**src/hw/rtl/pfr_pkg.sv**
```systemverilog
// ----------------------------------------------------------------------------
// pfr_pkg
// Shared sizes, types and control codes of the Pareto front ranker.
// ----------------------------------------------------------------------------
`default_nettype none

package pfr_pkg;

  localparam int POP_SIZE  = 64;
  localparam int IDX_W     = $clog2(POP_SIZE);
  localparam int CNT_W     = IDX_W + 1;
  localparam int NUM_OBJ   = 4;
  localparam int OBJ_W     = 32;
  localparam int OBJ_CNT_W = 3;
  localparam int RANK_W    = 7;
  localparam int NUM_LANES = 8;
  localparam int LANE_W    = $clog2(NUM_LANES);
  localparam int BLK_W     = IDX_W - LANE_W;

  typedef logic signed [OBJ_W-1:0] obj_t;
  typedef obj_t [NUM_OBJ-1:0]      obj_vec_t;
  typedef logic [POP_SIZE-1:0]     pop_mask_t;
  typedef logic [IDX_W-1:0]        idx_t;
  typedef logic [CNT_W-1:0]        cnt_t;
  typedef logic [RANK_W-1:0]       rank_t;
  typedef logic [OBJ_CNT_W-1:0]    obj_cnt_t;
  typedef logic [LANE_W-1:0]       lane_t;
  typedef logic [BLK_W-1:0]        blk_t;

  // Per-lane control from the sequencer
  typedef struct packed {
    logic tgt_we;   // capture the streamed individual as this lane's target
    logic row_clr;  // clear the accumulated dominator row
    logic cmp_en;   // compare streamed individual against the target
    idx_t cmp_idx;  // load position of the streamed individual
  } lane_ctl_t;

  typedef enum logic [3:0] {
    ST_LOAD,
    ST_TGT,
    ST_CMP,
    ST_CMP_END,
    ST_ROWS,
    ST_PEEL,
    ST_PEEL_WAIT,
    ST_PEEL_END,
    ST_EMIT_RD,
    ST_EMIT_CAP,
    ST_EMIT_WAIT
  } state_t;

endpackage

`default_nettype wire

```
**src/hw/rtl/pfr_lane.sv**
```systemverilog
// ----------------------------------------------------------------------------
// pfr_lane
// One dominance lane: holds a target individual and builds its row of
// dominators while the population streams past.
// ----------------------------------------------------------------------------
`default_nettype none

module pfr_lane import pfr_pkg::*; (
  input  wire logic      clk,
  input  wire lane_ctl_t ctl,
  input  wire obj_vec_t  obj,
  input  wire obj_cnt_t  k,
  output pop_mask_t      row
);

  obj_vec_t  tgt_r;
  pop_mask_t row_r;

  // a dominates b: no active objective worse, at least one strictly better
  function automatic logic dominates(obj_vec_t a, obj_vec_t b, obj_cnt_t kk);
    logic le_all;
    logic lt_any;
    le_all = 1'b1;
    lt_any = 1'b0;
    for (int o = 0; o < NUM_OBJ; o++) begin
      if (OBJ_CNT_W'(o) < kk) begin
        if ($signed(a[o]) > $signed(b[o])) le_all = 1'b0;
        if ($signed(a[o]) < $signed(b[o])) lt_any = 1'b1;
      end
    end
    return le_all && lt_any;
  endfunction

  always_ff @(posedge clk) begin
    if (ctl.tgt_we) begin
      tgt_r <= obj;
    end
    if (ctl.row_clr) begin
      row_r <= '0;
    end else if (ctl.cmp_en) begin
      row_r[ctl.cmp_idx] <= dominates(obj, tgt_r, k);
    end
  end

  assign row = row_r;

endmodule

`default_nettype wire

```
**config.mk**
```make
export PLATFORM = sky130hd
export DESIGN_NAME = pfr_lane
export DESIGN_NICKNAME = d
export VERILOG_FILES = /design/src/hw/rtl/pfr_pkg.sv /design/src/hw/rtl/pfr_lane.sv
export SDC_FILE = /design/constraint.sdc
export NUM_CORES = 1
export LEC_CHECK = 0
export BUFFER_PORTS_ARGS = -buffer_cell sky130_fd_sc_hd__buf_2
export CORE_ASPECT_RATIO = 1.1
export CORE_MARGIN = 2
export CORE_UTILIZATION = 60
export CTS_CLUSTER_SIZE = 20
export DETAILED_ROUTE_END_ITERATION = 16
export GPL_TIMING_DRIVEN = 0
export PLACE_DENSITY = 0.9
export REMOVE_ABC_BUFFERS = 1
export SLEW_MARGIN = 5
export SYNTH_ARGS = -nofsm -noshare
export SYNTH_HDL_FRONTEND = slang
export SYNTH_SLANG_ARGS = --single-unit
export TNS_END_PERCENT = 100
```
**constraint.sdc**
```tcl
create_clock -name clk -period 8.6 [get_ports clk]
set_clock_uncertainty 0.1 [all_clocks]
set_input_delay 0 -clock clk [delete_from_list [all_inputs] [get_ports clk]]
set_output_delay 0 -clock clk [all_outputs]
set_load 0.01 [all_outputs]
```
==> reports/metrics.yaml <==
run_status:
  status: "finished with violations"
  violations: "capacitance limit"
timing:
  setup_violations: 0
  setup_slack_ps: 4890
  holdWs_ps: 105
  max_freq_mhz: 270
  setup_tns_ps: 0
  worstMarginPinSlew_ps: 1460
  grt_setup_unrepaired: "no"
  hold_viol: 0
  period_needed_ps: 3710
  finalMaxSlewViolations: 0
  slew-limit-headroom_pct: 1.64
  finalCritPeriodShare_pct: 43.1
floorplan:
  row_count: 49
  die_y_um: 139
  die_w_um: 127
  start_util_pct: 61.1
  dieArea_um2: 17600
  io_pins: 205
  core_area_um2: 16200
yosys:
  synthDistinctLibCells: 51
  async_flop_share_pct: 0
  synth_top_cell_area_share_pct: 38.7
  syn_area_um2: 9930
  synth_ff_type: "edfxtp_1"
  synth_warnings: 0
  synth_edf_count: 128
  yosys.area.top_type: "edfxtp_1"
  synth_area_leaders: "edfxtp_1 39%, ha_1 16%, dfxtp_1 13%"
  seq_area_frac_synth_pct: 51.6
  postSynthAreaPerCell_um2: 11.1
  synth_cells: 891
  synth_seq_cells: 192
grt:
  grt_pass1_wl_um: 49000
  grt_usage_pct: 35.8
  grt_pass1_vias: 9053
  antenna_found_initial: 2
  grt_overflow: 0
  grt_start_max_net_pins: 69
route:
  via_per_inst: 6.12
  vias: 8904
  routed-wl-met2_um: 15000
  drc: 0
  first_iter_violations: 907
  top_layer_used: "met5"
  routed_wl_um: 31500
  postRouteAntennaNets: 0
  wl_met1_um: 11100
  dr_wl_met3_um: 3450
  wl_per_cell_um: 21.6
  drtPass1Iterations: 5
clock_tree:
  cts_tree: "done"
  htree_levels: 4
  path_clk_slew_ps: 80
  cts_made_buffers: 17
  cts.path.max_buffers: 2
  postCtsSetupRepairBufs: 0
  cts.repair.resized: 0
  clk_latency_ps: 450
  cts.sinks: 192
  cts_root_buf: "clkbuf_16"
finish:
  fin_area_um2: 13200
  fin_cells: 1455
  finalCoreUtilization_pct: 81.2
  drive_above_1_share_pct: 23.5
  nets: 1505
  final_common_cell: "buf_2"
  syn_to_final_growth_pct: 33.0
  layout_common_cells: "203 x buf_2, 136 x dlygate4sd3_1, 130 x inv_1, 128 x ha_1, 128 x edfxtp_1"
power:
  peakVddDrop_uv: 150
  p_leak_nw: 6.03
  power-per-cell-area_nw_per_um2: 173
  finalPower_mw: 2.28
placed_design:
  placed_cell_area_um2: 11200
  dp.cells: 1285
  dp_hpwl_um: 16700
  place_congestion: 0.803
  dp_slack_ps: 5160
  port_buffers: 204
setup_path:
  cpMostUsedCell: "buf_16"
  crit_type: "flip-flop to flip-flop"
  critPathLaunchType: "flip-flop"
  cpPeakStageDelay_ps: 680
  cp-end-kind: "flip-flop"
  worst_ep_required_time_ps: 8870
  slowest_stage: "a2111oi_0"
  path_max_fanout: 19
  arrival_ps: 3970
  rrSetupSlack_ps: 4890
  path_cells: "inv_1, ha_1, a21oi_1, o21ai_0, a2111oi_0, a31oi_1, mux2i_1, o21bai_1, a221oi_4, o21ai_4, buf_16, buf_16, o21ai_2"
run:
  cap_viol_max_count: 1
min_path:
  hp-class: "primary input to flip-flop"
metal layers:
metal,GRT usage [%],up-vias
li1,-,3913
met1,42.9,4125
met2,57.8,683
met3,9.80,181
met4,21.2,2
met5,0,-
sequential cells by signal (all words and copies together) (netlist names):
name and flops:
row 64, tgt_r 128
repair_timing:
| item | in CTS | in global routing |
|---|---|---|
| setup endpoints to repair | 0 | 0 |
| hold endpoints to repair | 222 | 0 |
| hold buffers | 136 | 0 |
kinds of logic after synthesis:
family	share of synthesized area (%)
flops	51.6
buf+inv	6.05
simple gates	13.3
mux	0.466
compound gates	12.4
fa+ha+maj	16.1
synthesized netlist by cell type (all sizes together), types with 10 or more instances:
library cell and n:
nand2 96, nand3b 64, nor2 22, inv 130, edfxtp 128, a21oi 43, o21ai 81, dfxtp 64
clkbuf 10, nand4 24, ha 128, a21o 16
worst max-delay path, delay by kind of cell (launching register included):
family / cells / cell delay, ps
compound gates: 8 / 1940
fa+ha+maj: 1 / 260
buf+inv: 3 / 490
flops: 1 / 460
mux: 1 / 360
cell type report:
cell class                 instances  area, um2
antenna                            2       5.00
clock buffer                      22        539
clock inverter                    10       92.6
timing repair buffer             344       2490
multi-input combinational        551       4200
inverter                         130        488
sequential                       192       5120
tap                              204        255
fill                             827       3050
final timing paths:
check,start,endpoint,depth (start not counted)
setup reg to reg,tgt_r[107],row[41],13
setup / recovery,tgt_r[107],row[41],13
hold / removal,ctl[6],row[10],5
hold reg to reg,row[8],row[8],2
power breakdown:
group          switching (mW)  leakage, nW  internal, mW  total (mW)
clock network           0.375        0.322         0.479       0.854
logic                   0.203         3.94         0.165       0.368
registers              0.0206         1.77          1.04        1.06
total                   0.599         6.03          1.68        2.28
No activity file was read; power rests on OpenSTA's default activity.
